`config.mk`:
```
export PLATFORM = sky130hd
export DESIGN_NAME = hssc_scale
export DESIGN_NICKNAME = d
export VERILOG_FILES = /design/src/hdl/hssc_pkg.sv /design/src/hdl/hssc_scale.sv
export SDC_FILE = /design/constraint.sdc
export NUM_CORES = 1
export LEC_CHECK = 0
export ABC_AREA = 1
export BUFFER_PORTS_ARGS = -buffer_cell sky130_fd_sc_hd__buf_2
export CAP_MARGIN = 20
export CELL_PAD_IN_SITES_DETAIL_PLACEMENT = 2
export CELL_PAD_IN_SITES_GLOBAL_PLACEMENT = 2
export CORE_UTILIZATION = 35
export DETAILED_ROUTE_END_ITERATION = 10
export GPL_ROUTABILITY_DRIVEN = 0
export PLACE_DENSITY = 0.9
export REMOVE_ABC_BUFFERS = 1
export SETUP_SLACK_MARGIN = 0.15
export SLEW_MARGIN = 25
export SYNTH_ARGS = -nofsm -noshare
export SYNTH_HDL_FRONTEND = slang
export SYNTH_SLANG_ARGS = --single-unit
```
`constraint.sdc`:
```
create_clock -name vclk -period 6.57
set_input_delay 0.3285 -clock vclk [all_inputs]
set_output_delay 0.3285 -clock vclk [all_outputs]
set_load 0.02 [all_outputs]
```
`src/hdl/hssc_pkg.sv`:
```
// ----------------------------------------------------------------------------
// hssc_pkg
// Types and constants shared by the hall six-step commutator modules.
// ----------------------------------------------------------------------------
package hssc_pkg;

	// PWM period in nanoseconds and field widths
	localparam int unsigned PERIOD_NS  = 50000;
	localparam int unsigned HALL_W     = 3;
	localparam int unsigned TIME_W     = 32;
	localparam int unsigned DUTY_W     = 10;
	localparam int unsigned PULSE_W    = 16;
	localparam int unsigned STREAK_W   = 8;
	localparam int unsigned CFG_ADDR_W = 3;
	localparam int unsigned CFG_DATA_W = 32;

	// register indexes
	localparam logic [CFG_ADDR_W-1:0] REG_ENABLE    = 3'd0;
	localparam logic [CFG_ADDR_W-1:0] REG_DUTY      = 3'd1;
	localparam logic [CFG_ADDR_W-1:0] REG_DUTY_LIM  = 3'd2;
	localparam logic [CFG_ADDR_W-1:0] REG_REVERSE   = 3'd3;
	localparam logic [CFG_ADDR_W-1:0] REG_MIN_GAP   = 3'd4;
	localparam logic [CFG_ADDR_W-1:0] REG_MAX_GAP   = 3'd5;
	localparam logic [CFG_ADDR_W-1:0] REG_INV_LIM   = 3'd6;

	// hall codes that mean nothing
	localparam logic [HALL_W-1:0] HALL_ALL_LOW  = 3'd0;
	localparam logic [HALL_W-1:0] HALL_ALL_HIGH = 3'd7;

	localparam logic [1:0] NO_PHASE = 2'd3;
	localparam logic [1:0] DIR_NONE = 2'b00;
	localparam logic [1:0] DIR_FWD  = 2'b01;
	localparam logic [1:0] DIR_REV  = 2'b11;

	// phase tables indexed by hall code
	localparam logic [1:0] FWD_HI [8] = '{2'd3, 2'd0, 2'd1, 2'd1, 2'd2, 2'd0, 2'd2, 2'd3};
	localparam logic [1:0] FWD_LO [8] = '{2'd3, 2'd2, 2'd0, 2'd2, 2'd1, 2'd1, 2'd0, 2'd3};
	// position of each valid code on the ring 1,5,4,6,2,3
	localparam logic [2:0] RING_POS [8] = '{3'd0, 3'd0, 3'd4, 3'd5, 3'd2, 3'd1, 3'd3, 3'd0};

	// pulse = (duty * PERIOD_NS + 500) / 1000 via reciprocal multiply
	localparam int unsigned SCALED_W    = $clog2(((2 ** DUTY_W) - 1) * PERIOD_NS + 501);
	localparam int unsigned RECIP_SHIFT = SCALED_W + 10;
	localparam int unsigned RECIP_W     = RECIP_SHIFT - 9;
	localparam int unsigned QUOT_W      = SCALED_W - 9;
	localparam logic [63:0] RECIP_MUL   = ((64'd1 << RECIP_SHIFT) + 64'd999) / 64'd1000;
	localparam logic [SCALED_W-1:0] ROUND_HALF = SCALED_W'(500);
	localparam logic [SCALED_W-1:0] PERIOD_SC  = SCALED_W'(PERIOD_NS);
	localparam logic [QUOT_W-1:0]   PERIOD_Q   = QUOT_W'(PERIOD_NS);

	// max_gap / 8000 = (max_gap >> 6) / 125, the /125 by reciprocal
	localparam int unsigned GAP_PRE_SHIFT = 6;
	localparam int unsigned GAP_IN_W      = TIME_W - GAP_PRE_SHIFT;
	localparam int unsigned GAP_SHIFT     = GAP_IN_W + 7;
	localparam int unsigned GAP_MUL_W     = GAP_SHIFT - 6;
	localparam int unsigned GAP_Q_W       = GAP_IN_W - 6;
	localparam logic [63:0] GAP_MUL       = ((64'd1 << GAP_SHIFT) + 64'd124) / 64'd125;

	typedef struct packed {
		logic                enable;
		logic [DUTY_W-1:0]   duty;
		logic [DUTY_W-1:0]   duty_limit;
		logic                reverse;
		logic [TIME_W-1:0]   max_gap;
		logic [TIME_W-1:0]   min_eff;   // min gap with the zero case resolved
		logic [STREAK_W-1:0] inv_limit;
	} cfg_t;

	typedef struct packed {
		logic                drive_on;
		logic [1:0]          high_phase;
		logic [1:0]          low_phase;
		logic [SCALED_W-1:0] scaled;
		logic                is_running;
		logic [31:0]         transition_total;
		logic [31:0]         edge_period;
		logic [1:0]          edge_direction;
	} stage_t;

	typedef struct packed {
		logic [1:0]         high_phase;
		logic [1:0]         low_phase;
		logic [PULSE_W-1:0] pulse_width;
		logic [2:0]         phase_enable;
		logic               is_running;
		logic [31:0]        transition_total;
		logic [31:0]        edge_period;
		logic [1:0]         edge_direction;
	} result_t;

endpackage

```
`src/hdl/hssc_scale.sv`:
```
// ----------------------------------------------------------------------------
// hssc_scale
// Scales the rounded duty product to nanoseconds and forms the bridge drive.
// ----------------------------------------------------------------------------
module hssc_scale import hssc_pkg::*; (
	input  stage_t  stg,
	output result_t res
);

	logic [SCALED_W+RECIP_W-1:0] prod;
	logic [QUOT_W-1:0]           quot;
	logic [QUOT_W-1:0]           pulse;
	logic [2:0]                  hi_mask;
	logic [2:0]                  lo_mask;

	always_comb begin
		// divide by 1000 through the reciprocal
		prod  = (SCALED_W+RECIP_W)'(stg.scaled) * (SCALED_W+RECIP_W)'(RECIP_MUL[RECIP_W-1:0]);
		quot  = prod[RECIP_SHIFT +: QUOT_W];
		pulse = (quot > PERIOD_Q) ? PERIOD_Q : quot;

		hi_mask = 3'(4'b0001 << stg.high_phase);
		lo_mask = 3'(4'b0001 << stg.low_phase);

		if (stg.drive_on) begin
			res.high_phase   = stg.high_phase;
			res.low_phase    = stg.low_phase;
			res.pulse_width  = pulse[PULSE_W-1:0];
			res.phase_enable = hi_mask | lo_mask;
		end else begin
			res.high_phase   = NO_PHASE;
			res.low_phase    = NO_PHASE;
			res.pulse_width  = '0;
			res.phase_enable = '0;
		end
		res.is_running       = stg.is_running;
		res.transition_total = stg.transition_total;
		res.edge_period      = stg.edge_period;
		res.edge_direction   = stg.edge_direction;
	end

endmodule

```
==> results.txt, run 1 <==
- Outcome: finished with violations
- The final reports fail on negative setup slack.
- First-iteration detailed-routing DRC count: about 920
* Yosys Warn Count: 0
- The first global-routing pass estimated 123100 um of wire.
* Placeable core area: 0.03687 mm^2
- Sequential cells placed in the final layout were counted as 0.
* CLK BUF: 0
- STA puts the critical path data arrival time at 7.66 ns.
- Across the whole layout, storage elements account for 0 um^2.
* Cts-stage hold buffer count: 0
- Stage delay of the slowest cell on the critical path: 0.88 ns
- CP endpoint kind: output pin
- In this run the mean area of a mapped cell was 7.343 um^2.
- Initial antenna violation count: 5
* Growth of design area from synthesis to finish: 18.14%
* Launching element type of the critical path: input port
* Start point of the worst hold path: stg[10]
- The cell that appears most often on the critical path is sky130_fd_sc_hd__inv_1.
- The min-delay analysis places its worst path in the category input port to output pin.
- The count of nets left with antenna violations once routing finished came out at 0.
* Period utilisation layout: 1.216
- Setup repair after global routing could not meet its margin everywhere.
- Number of standard cells after synthesis: 1799
- Maximum fanout along the worst path: 6
- Nets: 2514
* Row count: 70
- Cell count after placement: 2422
- Via total after detailed routing: 13.88k
* Number of endpoints failing setup at the final stage: 16
- The die is 196.3 um tall.
- Overall Global Routing Usage: 0.4669
- Prior to clock tree synthesis, the placed netlist has a worst setup slack of -1.467 ns.
* Highest-count cells in the layout ignoring fill and taps: sky130_fd_sc_hd__inv_1, sky130_fd_sc_hd__nand2_1, sky130_fd_sc_hd__ha_1
- IO buf count: 54
* Critical path start-end classification: input port to output pin
* Number of global-route vias before repair: 16.53k
- The slowest stage of the critical path belongs to the cell sky130_fd_sc_hd__fa_2.
* Pin count of the biggest net entering global routing: 10
- For this configuration, the core starts out at a cell density of 0.3583.
* Max-slew headroom at the worst pin: 0.5770
- During I/O placement, the number of pins put on the boundary was roughly 190.
- Min Clock Period, post-route: between 7 and 8 ns
- For the worst setup path, the data required time is 6.24 ns.
- Placed wire-length estimate: 70210 um
- Post-Syn Area: 0.01321 mm^2
- Counting the fill cells in the layout gives around 4.3k.
* Die W: 196.3 um
- Finished Core Util: 0.4232
* Fmax: 125.1 MHz
- Number of remaining DRC errors: 0
* Most common library cell in the layout ignoring fill and taps: sky130_fd_sc_hd__inv_1
- Once routing completed, OpenROAD measured the worst setup slack at -1.421 ns.
- 1st-pass router iterations: 7
- In this run the worst setup path begins at stg[82].
- Using the TritonRoute via totals, the vias-per-cell ratio works out to 5.686.
- Synth area leaders: sky130_fd_sc_hd__fa_1, sky130_fd_sc_hd__ha_1, sky130_fd_sc_hd__inv_1, sky130_fd_sc_hd__nand2_1, sky130_fd_sc_hd__buf_4
- Fraction of final layout cells with drive strength greater than 1: 0.2080
- Mean routed wirelength per cell: about 36 um
- The final number of hold-violating endpoints is 0.
- In the final layout, the multi-input gates occupy 0.01116 mm^2.
- For the final routed database, the setup TNS stands at -22.09 ns.
- The total overflow left after global routing is 0.
* Fraction of the yosys area taken by sequential cells: 0
- The tool flagged a number of max-cap violations equal to 0.
- The final max-slew violation count came to 0.
- Share of the synthesized area in the top cell type: 0.3213
- Worst slew pin tran: about 0.63 ns
- After the flow finishes, the layout carries non-filler instances totaling 2441.
- Wires add up to 88190 um.
- Die footprint: 0.03852 mm^2
- Summed over all instances, the cell type with the most area after synthesis is sky130_fd_sc_hd__fa_1.
* Count of cell types in the netlist: 29
==> worst paths after layout <==
| check | endpoint | slack [ns] | depth (start not counted) |
|---|---|---|---|
| setup / recovery | res[74] | -1.42 | 35 |
| hold / removal | res[10] | 0.66 | 0 |
==> layout make-up <==
class                      instances  share of cell area
multi-input combinational       1128              0.7150
tap                              504             0.04041
inverter                         605              0.1470
timing repair buffer             200             0.09701
antenna                            4           0.0006414
==> per-stage QoR <==
step	area, um^2	hold slack (ns)
finish	15610	0.6575
global placement	14600	0.6581
global route	15600	0.6572
detailed placement	14600	0.6581
floorplan	12710	0.6570
CTS	15220	0.6581
==> cells by family (layout without fill, tap and decap cells) <==
| family | after synthesis | in the layout | share of synthesized area |
|---|---|---|---|
| simple gates | 587 | 588 | 0.1896 |
| other cells | 0 | 4 | 0 |
| compound gates | 59 | 59 | 0.02434 |
| buf+inv | 672 | 805 | 0.2100 |
| fa+ha+maj | 481 | 481 | 0.5761 |
==> worst max-delay path, delay by kind of cell <==
family                     cells  cell delay (ns)
buffers and inverters         13             1.52
adders and majority gates      8             4.02
and+or+nand+nor               13             1.62
AOI/OAI and AO/OA              1             0.11
==> repair_timing <==
item                       in CTS  in global routing
setup buffers                   6                  8
setup endpoints to repair      16                 16
gates cloned                    1                  0
resized for setup             161                 82
pin swaps                      47                 46
==> cell usage after synthesis, types with 3 or more instances <==
master and n:
sky130_fd_sc_hd__inv_2 7, sky130_fd_sc_hd__nand2_1 388, sky130_fd_sc_hd__nand3_1 24, sky130_fd_sc_hd__nor2_2 20, sky130_fd_sc_hd__nand3_2 3, sky130_fd_sc_hd__nand4_1 23
sky130_fd_sc_hd__o22ai_1 3, sky130_fd_sc_hd__fa_1 212, sky130_fd_sc_hd__a21oi_1 39, sky130_fd_sc_hd__inv_1 598, sky130_fd_sc_hd__nor3_1 11, sky130_fd_sc_hd__ha_1 269
sky130_fd_sc_hd__buf_4 67, sky130_fd_sc_hd__nand2_2 12, sky130_fd_sc_hd__o21ai_0 8, sky130_fd_sc_hd__nor2_1 92, sky130_fd_sc_hd__o21bai_1 6
==> metal layers <==
layer	up-vias	GRT usage	wire, um
li1	5422	-	-
met1	6833	0.4209	26630
met2	984	0.7505	39390
met3	627	0.2070	9448
met4	14	0.4959	12370
met5	-	0.05875	353
Power of run 1 is left out: the tool's default activity adds up to more than one toggle a clock period on the data nets, which glitch-free logic cannot reach.
==> run 2: changes to the inputs <==
--- a/config.mk
+++ b/config.mk
@@ -13,6 +13,7 @@
 export CORE_UTILIZATION = 35
 export DETAILED_ROUTE_END_ITERATION = 10
 export GPL_ROUTABILITY_DRIVEN = 0
+export MAX_ROUTING_LAYER = met4
 export PLACE_DENSITY = 0.9
 export REMOVE_ABC_BUFFERS = 1
 export SETUP_SLACK_MARGIN = 0.15
==> results.txt, run 2 (synthesis results as in run 1) <==
- Fraction of final layout cells with drive strength greater than 1: 0.2145 (+0.006577)
* Stage delay of the slowest cell on the critical path: 0.83 ns (-0.05 ns)
- The largest fanout on the critical path was 5 (-1).
- Critical Path Source: stg[82]
* Count of final hold-check violations: 0 (unchanged)
* Setup slack after layout: -1.232 ns (+0.1882 ns)
* Count of nets left with antenna violations after detail routing: 0 (unchanged)
* Arr. time, crit path: 7.47 ns (-0.19 ns)
- Via total after detailed routing: 13.88k (-0.036%)
- IO buf count: 54 (unchanged)
- CP endpoint kind: output pin
- Outcome: finished with violations
- The post-detailed-route DRC marker count came to 0 (unchanged).
- Critical path start-end classification: input port to output pin
- Highest-count cells in the layout ignoring fill and taps: sky130_fd_sc_hd__inv_1, sky130_fd_sc_hd__nand2_1, sky130_fd_sc_hd__ha_1
- The die width was 196.3 um (unchanged).
- Setup repair after global routing missed its margin: yes
- Final WL: 89260 um (+1.2%)
- The standard-cell row count was 70 (unchanged).
- The final cell utilization of the core is 0.4242 (+0.0009500).
* Buffers plus inverters on the worst setup path: 13 (unchanged)
- The checks that failed: negative setup slack.
- Cell seen most often among critical-path stages: sky130_fd_sc_hd__nand2_2
- The area inside the core boundary is 0.03687 mm^2 (unchanged).
- The area of all sequential standard cells is 0 um^2 (unchanged).
- The final-stage net count came to 2520 (+0.24%).
* Post-Place Cell Area: 0.01460 mm^2 (unchanged)
- CLK BUF: 0 (unchanged)
* Boundary pin count: 188 (unchanged)
- The worst slew slack as a fraction of its limit is 0.5600 (-0.01695).
- STA classifies the critical path startpoint as an input port.
- Growth of design area from synthesis to finish: 18.40%
- The number of antenna violations at the first check in global routing came to 6 (+1).
- 1st-pass router iterations: 8 (+1)
* Area of the multi-input gates: 0.01115 mm^2 (about the same)
* Min Clock Period, post-route: 7.802 ns (-0.1882 ns)
* Wire length of the first global-routing pass: 123500 um (+0.30%)
* Slowest cell on the critical path: sky130_fd_sc_hd__fa_2
* Global-route congestion overflow total: 0 (unchanged)
* Mean routed wirelength per cell: 36.43 um (+0.84%)
* Die footprint: 0.03852 mm^2 (unchanged)
* Period utilisation layout: 1.188 (-0.02864)
- The detailed-route vias per instance came to 5.663 (-0.40%).
* Starting density of the core: 0.3583 (unchanged)
- The number of DRC markers in iteration 0 was 841 (-8.3%).
- The startpoint identified for the worst hold timing path is stg[14].
- Filler instances: 4237 (-0.52%)
- The post-detailed-placement half-perimeter wirelength was 70210 um (unchanged).
- Worst Hold Class: input port to output pin
* Max-capacitance violation count: 0 (unchanged)
- The overall global routing resource usage is 0.4823 (+0.01542).
- Number of endpoints failing setup at the final stage: 16 (unchanged)
- Fmax: 128.2 MHz (+2.4%)
- Family with the most delay on the worst path: adder cells
- Die Height: 196.3 um (unchanged)
- The data required time of the worst path is 6.24 ns (about the same).
* Design Area, Final: 0.01564 mm^2 (+0.22%)
- The largest net degree at the start of global routing is 10 (unchanged).
- The actual slew at the worst max-slew pin is 0.6593 ns (+0.02540 ns).
* Final count of pins violating max slew: 0 (unchanged)
- FFs & Latches: 0 (unchanged)
* Number of global-route vias before repair: 16.54k (+0.073%)
- Most common library cell in the layout ignoring fill and taps: sky130_fd_sc_hd__inv_1
## run 2: what timing repair did
item | CTS | global route
buffers inserted | 6 | 14
pin swaps | 47 | 59
hold buffers | 0 | 0
setup endpoints to repair | 16 | 16
gates resized for setup | 161 | 87
endpoints found under the hold margin | 0 | 0
cloned | 1 | 0
## run 2: stage by stage
step,hold slack [ns],cells,TNS (ns),worst slack (ns)
after floorplan,0.6570,1732,0,0.3304
after global placement,0.6581,2422,-4.338,-0.3050
after detailed placement,0.6581,2422,-22.38,-1.467
after CTS,0.6581,2429,-11.21,-0.7466
after global routing,0.6573,2450,-20.93,-1.353
final,0.6575,2450,-19.19,-1.232
## run 2: final cells by class
| class | count | share of cell area |
|---|---|---|
| Antenna cell | 7 | 0.001120 |
| Inverter | 605 | 0.1465 |
| Multi-Input combinational cell | 1128 | 0.7128 |
| Tap cell | 504 | 0.04032 |
| Timing Repair Buffer | 206 | 0.09927 |
## run 2: final timing paths
path	endpoint	slack (ns)	cells after the start
setup / recovery	res[73]	-1.23	37
hold / removal	res[14]	0.66	0
## run 2: routing by layer
metal	vias up	part of all wire	wire length (um)	track usage
met3	618	0.11	9994	0.2187
met2	985	0.45	40070	0.7543
met4	0	0.14	12060	0.4896
met5	-	0	0	-
li1	5439	-	-	-
met1	6833	0.30	27130	0.4218
Power of run 2 is left out for the same reason.
