### src/hdl/hssc_pkg.sv
// ----------------------------------------------------------------------------
// hssc_pkg
// Types and constants shared by the hall six-step commutator modules.
// ----------------------------------------------------------------------------
package hssc_pkg;

	// PWM period in nanoseconds and field widths
	localparam int unsigned PERIOD_NS  = 50000;
	localparam int unsigned HALL_W     = 3;
	localparam int unsigned TIME_W     = 32;
	localparam int unsigned DUTY_W     = 10;
	localparam int unsigned PULSE_W    = 16;
	localparam int unsigned STREAK_W   = 8;
	localparam int unsigned CFG_ADDR_W = 3;
	localparam int unsigned CFG_DATA_W = 32;

	// register indexes
	localparam logic [CFG_ADDR_W-1:0] REG_ENABLE    = 3'd0;
	localparam logic [CFG_ADDR_W-1:0] REG_DUTY      = 3'd1;
	localparam logic [CFG_ADDR_W-1:0] REG_DUTY_LIM  = 3'd2;
	localparam logic [CFG_ADDR_W-1:0] REG_REVERSE   = 3'd3;
	localparam logic [CFG_ADDR_W-1:0] REG_MIN_GAP   = 3'd4;
	localparam logic [CFG_ADDR_W-1:0] REG_MAX_GAP   = 3'd5;
	localparam logic [CFG_ADDR_W-1:0] REG_INV_LIM   = 3'd6;

	// hall codes that mean nothing
	localparam logic [HALL_W-1:0] HALL_ALL_LOW  = 3'd0;
	localparam logic [HALL_W-1:0] HALL_ALL_HIGH = 3'd7;

	localparam logic [1:0] NO_PHASE = 2'd3;
	localparam logic [1:0] DIR_NONE = 2'b00;
	localparam logic [1:0] DIR_FWD  = 2'b01;
	localparam logic [1:0] DIR_REV  = 2'b11;

	// phase tables indexed by hall code
	localparam logic [1:0] FWD_HI [8] = '{2'd3, 2'd0, 2'd1, 2'd1, 2'd2, 2'd0, 2'd2, 2'd3};
	localparam logic [1:0] FWD_LO [8] = '{2'd3, 2'd2, 2'd0, 2'd2, 2'd1, 2'd1, 2'd0, 2'd3};
	// position of each valid code on the ring 1,5,4,6,2,3
	localparam logic [2:0] RING_POS [8] = '{3'd0, 3'd0, 3'd4, 3'd5, 3'd2, 3'd1, 3'd3, 3'd0};

	// pulse = (duty * PERIOD_NS + 500) / 1000 via reciprocal multiply
	localparam int unsigned SCALED_W    = $clog2(((2 ** DUTY_W) - 1) * PERIOD_NS + 501);
	localparam int unsigned RECIP_SHIFT = SCALED_W + 10;
	localparam int unsigned RECIP_W     = RECIP_SHIFT - 9;
	localparam int unsigned QUOT_W      = SCALED_W - 9;
	localparam logic [63:0] RECIP_MUL   = ((64'd1 << RECIP_SHIFT) + 64'd999) / 64'd1000;
	localparam logic [SCALED_W-1:0] ROUND_HALF = SCALED_W'(500);
	localparam logic [SCALED_W-1:0] PERIOD_SC  = SCALED_W'(PERIOD_NS);
	localparam logic [QUOT_W-1:0]   PERIOD_Q   = QUOT_W'(PERIOD_NS);

	// max_gap / 8000 = (max_gap >> 6) / 125, the /125 by reciprocal
	localparam int unsigned GAP_PRE_SHIFT = 6;
	localparam int unsigned GAP_IN_W      = TIME_W - GAP_PRE_SHIFT;
	localparam int unsigned GAP_SHIFT     = GAP_IN_W + 7;
	localparam int unsigned GAP_MUL_W     = GAP_SHIFT - 6;
	localparam int unsigned GAP_Q_W       = GAP_IN_W - 6;
	localparam logic [63:0] GAP_MUL       = ((64'd1 << GAP_SHIFT) + 64'd124) / 64'd125;

	typedef struct packed {
		logic                enable;
		logic [DUTY_W-1:0]   duty;
		logic [DUTY_W-1:0]   duty_limit;
		logic                reverse;
		logic [TIME_W-1:0]   max_gap;
		logic [TIME_W-1:0]   min_eff;   // min gap with the zero case resolved
		logic [STREAK_W-1:0] inv_limit;
	} cfg_t;

	typedef struct packed {
		logic                drive_on;
		logic [1:0]          high_phase;
		logic [1:0]          low_phase;
		logic [SCALED_W-1:0] scaled;
		logic                is_running;
		logic [31:0]         transition_total;
		logic [31:0]         edge_period;
		logic [1:0]          edge_direction;
	} stage_t;

	typedef struct packed {
		logic [1:0]         high_phase;
		logic [1:0]         low_phase;
		logic [PULSE_W-1:0] pulse_width;
		logic [2:0]         phase_enable;
		logic               is_running;
		logic [31:0]        transition_total;
		logic [31:0]        edge_period;
		logic [1:0]         edge_direction;
	} result_t;

endpackage

### src/hdl/hssc_track.sv
// ----------------------------------------------------------------------------
// hssc_track
// Run/transition/edge-timing state and phase selection for one hall sample.
// ----------------------------------------------------------------------------
module hssc_track import hssc_pkg::*; (
	input  logic              clk,
	input  logic              arst_n,
	input  logic              upd,
	input  logic [HALL_W-1:0] hall,
	input  logic [TIME_W-1:0] stamp,
	input  cfg_t              cfg,
	output stage_t            res
);

	logic [HALL_W-1:0]   stored_q;
	logic                run_q;
	logic [STREAK_W-1:0] streak_q;
	logic [31:0]         count_q;
	logic [TIME_W-1:0]   base_q;
	logic                base_ok_q;
	logic [31:0]         period_q;
	logic [1:0]          sign_q;

	logic [HALL_W-1:0]   stored_d;
	logic                run_d;
	logic [STREAK_W-1:0] streak_d;
	logic [31:0]         count_d;
	logic [TIME_W-1:0]   base_d;
	logic                base_ok_d;
	logic [31:0]         period_d;
	logic [1:0]          sign_d;

	logic                hall_ok;
	logic                stored_ok;
	logic [STREAK_W-1:0] streak_inc;
	logic [3:0]          ring_diff;
	logic [2:0]          ring_step;
	logic [1:0]          dir;
	logic [TIME_W-1:0]   dt;
	logic [DUTY_W-1:0]   duty_sat;

	always_comb begin
		hall_ok    = hall != HALL_ALL_LOW && hall != HALL_ALL_HIGH;
		stored_ok  = stored_q != HALL_ALL_LOW && stored_q != HALL_ALL_HIGH;
		streak_inc = streak_q + STREAK_W'(1);
		ring_diff  = 4'(RING_POS[hall]) + 4'd6 - 4'(RING_POS[stored_q]);
		ring_step  = (ring_diff >= 4'd6) ? 3'(ring_diff - 4'd6) : ring_diff[2:0];
		// one step round the ring gives the direction; a jump reuses the last one, or forward if there is none yet
		if (ring_step == 3'd1) begin
			dir = DIR_FWD;
		end else if (ring_step == 3'd5) begin
			dir = DIR_REV;
		end else if (sign_q != DIR_NONE) begin
			dir = sign_q;
		end else begin
			dir = DIR_FWD;
		end
		dt = stamp - base_q;

		stored_d  = stored_q;
		run_d     = run_q;
		streak_d  = streak_q;
		count_d   = count_q;
		base_d    = base_q;
		base_ok_d = base_ok_q;
		period_d  = period_q;
		sign_d    = sign_q;

		if (cfg.enable) begin
			if (!hall_ok) begin
				if (run_q) begin
					if (streak_inc >= cfg.inv_limit) begin
						run_d     = 1'b0;
						base_ok_d = 1'b0;
						stored_d  = hall;
						streak_d  = '0;
					end else begin
						streak_d = streak_inc;
					end
				end else begin
					stored_d = hall;
					streak_d = '0;
				end
			end else begin
				streak_d = '0;
				if (!(hall == stored_q && run_q)) begin
					if (run_q && stored_ok && cfg.max_gap != '0) begin
						if (!base_ok_q) begin
							base_d    = stamp;
							base_ok_d = 1'b1;
						end else if (dt >= cfg.min_eff && dt <= cfg.max_gap) begin
							period_d = dt;
							sign_d   = dir;
							base_d   = stamp;
						end else if (dt > cfg.max_gap) begin
							base_d = stamp;
						end
					end
					stored_d = hall;
					run_d    = 1'b1;
					count_d  = count_q + 32'd1;
				end
			end
		end

		duty_sat = (cfg.duty > cfg.duty_limit) ? cfg.duty_limit : cfg.duty;

		res.drive_on         = cfg.enable && hall_ok && cfg.duty != '0;
		res.high_phase       = cfg.reverse ? FWD_LO[hall] : FWD_HI[hall];
		res.low_phase        = cfg.reverse ? FWD_HI[hall] : FWD_LO[hall];
		res.scaled           = SCALED_W'(duty_sat) * PERIOD_SC + ROUND_HALF;
		res.is_running       = run_d;
		res.transition_total = count_d;
		res.edge_period      = period_d;
		res.edge_direction   = sign_d;
	end

	always_ff @(posedge clk or negedge arst_n) begin
		if (!arst_n) begin
			stored_q  <= '0;
			run_q     <= 1'b0;
			streak_q  <= '0;
			count_q   <= '0;
			base_q    <= '0;
			base_ok_q <= 1'b0;
			period_q  <= '0;
			sign_q    <= DIR_NONE;
		end else if (upd) begin
			stored_q  <= stored_d;
			run_q     <= run_d;
			streak_q  <= streak_d;
			count_q   <= count_d;
			base_q    <= base_d;
			base_ok_q <= base_ok_d;
			period_q  <= period_d;
			sign_q    <= sign_d;
		end
	end

endmodule

### config.mk
export PLATFORM = sky130hd
export DESIGN_NAME = hssc_track
export DESIGN_NICKNAME = d
export VERILOG_FILES = /design/src/hdl/hssc_pkg.sv /design/src/hdl/hssc_track.sv
export SDC_FILE = /design/constraint.sdc
export NUM_CORES = 1
export LEC_CHECK = 0
export BUFFER_PORTS_ARGS = -buffer_cell sky130_fd_sc_hd__buf_2
export CORE_AREA = 2 2 144 174
export DETAILED_ROUTE_END_ITERATION = 8
export DIE_AREA = 0 0 146 176
export MAX_ROUTING_LAYER = met4
export PLACE_DENSITY = 0.77
export SYNTH_ARGS = -nofsm -noshare
export SYNTH_HDL_FRONTEND = slang
export SYNTH_SLANG_ARGS = --single-unit
### constraint.sdc
create_clock -name clk -period 9.5 [get_ports clk]
set_input_delay 1.9 -clock clk [delete_from_list [all_inputs] [get_ports clk]]
set_output_delay 1.9 -clock clk [all_outputs]
set_load 0.02 [all_outputs]
==> results.yml, run 1 <==
logic_synthesis:
  syn_avg_cell_area_um2: 8.76
  synth_area_leaders: "dfrtp_1, ha_1, xnor2_1, mux2_2, inv_1"
  ys_warn_count: 0
  ys_types: 79
  synthCells: 1396
  synth_top_cell_area_share_pct: 22.7
  synth_top_area_cell: "dfrtp_1"
  ys_ff_latch: 111
  async_flop_share_pct: 100
  netlist_area_um2: 12200
  ys_seq_area_share_pct: 22.7
  synth_edf_count: 0
  synthFlopType: "dfrtp_1"
clocking:
  cts_root_buf: "clkbuf_16"
  clock_sinks: 111
  cts_inserted_buffers: 9
  cts_buffer_depth: 2
  holdBufCountCts: 0
  h-tree-depth: 3
placement:
  portBuffers: 225
  pre_cts_ws_ns: -0.372
  place_congestion: 0.913
  dpl.hpwl_um: 26200
global_route:
  grt_pass1_vias: 11000
  grt_pass1_wl_um: 53700
  grt_max_degree: 64
  grt_usage_pct: 26.4
  grt_overflow: 0
  antenna_found_initial: 0
floorplan:
  die_h_um: 176
  ioPinCount: 230
  initial_utilization_pct: 51.2
  rows: 62
  fp.dieW_um: 146
status:
  error: "[ERROR DRT-0255] Maze Route cannot find path of net cfg[88] in worker of routeBox ( 96600 0 ) ( 146000 48300 )."
  failing_step: "5_2_route"
  status: "aborted with a tool error"
sta:
  endpoint_type: "output port"
  worstEndpointGrtRepair: "res[91]"
-- through the flow --
stage,TNS [ns],cell area (µm²),util [%],std cells,hold slack [ns]
after floorplan,0,12500,-,1398,0.443
after global placement,-0.854,14600,61.0,2001,0.452
after detailed placement,-1.95,14600,61.0,2001,0.465
after CTS,-0.0815,15300,64.2,2025,0.488
after global routing,-2.64,15600,65.5,2032,0.507
-- synthesized netlist by cell type (4+ instances only) --
| cell type | number |
|---|---|
| fa_1 | 19 |
| o21a_1 | 12 |
| a21o_1 | 24 |
| or3_1 | 4 |
| and2_1 | 9 |
| buf_2 | 17 |
| a211o_1 | 4 |
| a2111oi_0 | 4 |
| ha_1 | 195 |
| o21bai_1 | 9 |
| xnor2_1 | 95 |
| a211oi_1 | 12 |
| a31oi_1 | 13 |
| nand2b_1 | 12 |
| inv_1 | 172 |
| and4_1 | 7 |
| and3_1 | 24 |
| xor2_1 | 42 |
| mux2_2 | 71 |
| nor2_1 | 63 |
| nand2_1 | 118 |
| nand3_1 | 30 |
| nor3_1 | 18 |
| nand4_1 | 35 |
| nand3b_1 | 4 |
| nor4_1 | 12 |
| dfrtp_1 | 111 |
| nor2b_1 | 12 |
| mux2i_1 | 15 |
| a21oi_1 | 59 |
| o21ai_0 | 82 |
| o211ai_1 | 4 |
| buf_4 | 6 |
| clkbuf_1 | 15 |
-- routing by layer --
layer  track usage (%)
met4              7.73
met3              4.01
met1              31.1
met5                 -
met2              47.0
-- logic make-up after synthesis --
logic type | after synthesis | synth area share (%)
AOI/OAI and AO/OA | 268 | 14.3
and+or+nand+nor | 364 | 15.2
adders and majority gates | 214 | 23.1
buffers and inverters | 213 | 6.97
muxes | 87 | 7.89
other | 2 | 0.0614
xor gates and xnor gates | 137 | 9.81
DFF | 111 | 22.7
-- timing repair --
item / 4_1_cts / 5_1_grt
pin swaps: 52 / 49
buffers inserted: 8 / 9
gates resized for setup: 65 / 60
setup endpoints to repair: 9 / 41
==> run 2, diff against run 1 <==
--- a/config.mk
+++ b/config.mk
@@ -6,11 +6,10 @@
 export NUM_CORES = 1
 export LEC_CHECK = 0
 export BUFFER_PORTS_ARGS = -buffer_cell sky130_fd_sc_hd__buf_2
-export CORE_AREA = 2 2 144 174
+export CORE_AREA = 2 2 178 180
 export DETAILED_ROUTE_END_ITERATION = 8
-export DIE_AREA = 0 0 146 176
-export MAX_ROUTING_LAYER = met4
-export PLACE_DENSITY = 0.77
+export DIE_AREA = 0 0 180 182
+export PLACE_DENSITY_LB_ADDON = 0.15
 export SYNTH_ARGS = -nofsm -noshare
 export SYNTH_HDL_FRONTEND = slang
 export SYNTH_SLANG_ARGS = --single-unit
==> constraint.sdc (replaced) <==
create_clock -name clk -period 12.3 [get_ports clk]
set_input_delay 2.46 -clock clk [delete_from_list [all_inputs] [get_ports clk]]
set_output_delay 2.46 -clock clk [all_outputs]
set_load 0.02 [all_outputs]
==> run 2 against run 1 <==
- the run now ends clean
- global-route usage decreased by 6.7 points
- area after synthesis stayed put
- synthesized cell count did not move
==> results.yml, run 2 <==
status:
  status: "complete, no violations"
global_route:
  antenna_found_initial: 0
  grt_pass1_vias: 10100
  grt_pass1_wl_um: 52400
  grt_max_degree: 68
  grt_usage_pct: 19.7
  grt_overflow: 0
logic_synthesis:
  synth_common_cells: "ha_1, inv_1, nand2_1"
  ys_types: 79
  ys_ff_latch: 111
  synth_top_cell_area_share_pct: 22.7
  syn_avg_cell_area_um2: 8.76
  netlist_area_um2: 12200
  synth_edf_count: 0
  ys_warn_count: 0
  ys_seq_area_share_pct: 22.7
  synth_top_area_cell: "dfrtp_1"
  async_flop_share_pct: 100
  synth_area_leaders: "dfrtp_1, ha_1, xnor2_1, mux2_2, inv_1"
  synthFlopType: "dfrtp_1"
  synth_most_common_cell: "ha_1"
  synthCells: 1396
clocking:
  clk_latency_ns: 0.37
  cts.clk_slew.worst_paths_ns: 0.09
  cts_tree: "built"
  h-tree-depth: 3
  cts_buffer_depth: 2
  cts_inserted_buffers: 9
  cts_root_buf: "clkbuf_16"
  clock_sinks: 111
final_layout:
  multi_input_area_um2: 8620
  layout_commonest_cell: "buf_2"
  seq_area_um2: 2780
  top_regs: "base_q (32), count_q (32), period_q (32)"
  antenna_cells: 0
  finish.instance_area_um2: 14100
  finish.net_count: 1948
  final_cell_mix: "buf_2, ha_1, inv_1"
  final_layout_size_suffix_gt1_share_pct: 21.3
  fill_cells: 3074
  area_growth_pct: 14.9
sta:
  final-hold-violation-count: 0
  fin_crit_sh_pct: 95.7
  tns_ns: 0
  fmax_ghz: 0.0850
  slew_headroom_pct: 36.6
  finalClockSkew_ns: 0.0130
  fin_crit_ns: 11.77
  worst_pin_slew_ns: 0.951
  drv_slew: 0
  rsz0062_at_grt: "no"
  setup_viol: 0
route:
  via_per_inst: 5.16
  wl_um: 32100
  initialDrtViolationCount: 405
  via_count: 10400
  wire_per_inst_um: 16.0
  drtAntennaViolNets: 0
  firstDrtPassIters: 5
  drc: 0
placement:
  portBuffers: 225
  place_congestion: 0.893
  dpl.hpwl_um: 26400
  placed_area_um2: 13700
floorplan:
  dieArea_um2: 32800
  rows: 65
  initial_utilization_pct: 39.5
  fp.dieW_um: 180
  ioPinCount: 230
  die_h_um: 182
  fp.coreArea_um2: 31000
critical_path:
  end_kind: "primary output"
  start_kind: "primary input"
  cp_max_fo: 7
  critPathKind: "in2out"
  cp.arrival_ns: 9.31
  cp.required_ns: 9.84
min_path:
  min_path_type: "reg2reg"
pwr:
  power.density_nw_per_um2: 295
  ir_drop_mv: 0.497
  p_leak_nw: 7.28
flow_run:
  drv_cap: 0
[run 2: cell counts after synthesis]
No cell type changed its count.
[run 2: report_power, final]
group          total (mW)  switching [mW]  internal [mW]
Sequential          0.536          0.0525          0.484
Combinational        3.29            1.98           1.31
Clock               0.319           0.170          0.149
[run 2: stage by stage]
| stage | hold WS, ns | utilization, % | std cells | setup slack, ns | power, mW |
|---|---|---|---|---|---|
| global route | 0.517 | 45.4 | 2009 | 0.0835 | 4.57 |
| global placement | 0.452 | 44.3 | 1990 | 0.423 | 3.79 |
| finish | 0.486 | 45.4 | 2009 | 0.533 | 4.14 |
| floorplan | 0.443 | - | 1398 | 1.04 | 2.97 |
| detailed placement | 0.463 | 44.3 | 1990 | 0.265 | 3.82 |
| CTS | 0.485 | 45.3 | 2006 | 0.271 | 4.17 |
[run 2: what timing repair did]
| action | 4_1_cts | 5_1_grt |
|---|---|---|
| buffers inserted | 0 | 3 |
| gates resized for setup | 0 | 1 |
| hold buffers | 0 | 0 |
| endpoints found under the setup margin | 0 | 5 |
[run 2: critical path, stage by stage]
cell and delay (ns):
buf_2 0.09, inv_1 0.04, ha_1 0.32, a21oi_1 0.15, o21ai_0 0.11, a2111oi_1 0.51, a31o_2 0.33, mux2i_1 0.40
inv_1 0.09, ha_1 0.36, ha_1 0.33, fa_1 0.51, fa_1 0.42, fa_1 0.45, ha_1 0.40, o21ai_0 0.12
o21ai_1 0.39, o21a_1 0.29, mux2_2 0.36, a311oi_1 0.46, nor3_1 0.19, nand3_1 0.12, nor3_1 0.06, xnor2_1 0.15
buf_2 0.18
[run 2: final cells by class]
| type | count | share of cell area, % |
|---|---|---|
| Inverter | 172 | 4.59 |
| Multi-Input combinational cell | 1074 | 61.3 |
| Clock buffer | 9 | 1.60 |
| Clock inverter | 7 | 0.632 |
| Tap cell | 402 | 3.58 |
| Sequential cell | 111 | 19.8 |
| Timing Repair Buffer | 234 | 8.51 |
[run 2: kinds of logic after synthesis]
logic type                 after synthesis  synth area share (%)
DFF                                    111                  22.7
buffers and inverters                  213                  6.97
xor gates and xnor gates               137                  9.81
other                                    2                0.0614
adders and majority gates              214                  23.1
AOI/OAI and AO/OA                      268                  14.3
muxes                                   87                  7.89
and+or+nand+nor                        364                  15.2
[run 2: final timing paths]
path | startpoint | endpoint | slack [ns] | cells past startpoint
min in group asynchronous | arst_n | count_q[17]$_DFFE_PN0P_ | 2.09 | 1
hold / removal | sign_q[0]$_DFFE_PN0P_ | sign_q[0]$_DFFE_PN0P_ | 0.49 | 1
setup / recovery | cfg[78] | res[92] | 0.53 | 25
hold reg to reg | sign_q[0]$_DFFE_PN0P_ | sign_q[0]$_DFFE_PN0P_ | 0.49 | 1
setup reg to reg | base_q[0]$_DFFE_PN0P_ | sign_q[0]$_DFFE_PN0P_ | 6.21 | 22
max in group asynchronous | arst_n | base_q[4]$_DFFE_PN0P_ | 8.82 | 2
[run 2: metal layers]
layer | track usage [%] | vias to the layer above | wire length [µm]
met1 | 27.3 | 4822 | 15800
met2 | 32.2 | 216 | 14500
met4 | 4.85 | 0 | 517
li1 | - | 5304 | -
met5 | 0 | - | 0
met3 | 2.83 | 23 | 1300
(Power assumes the default switching activity.)
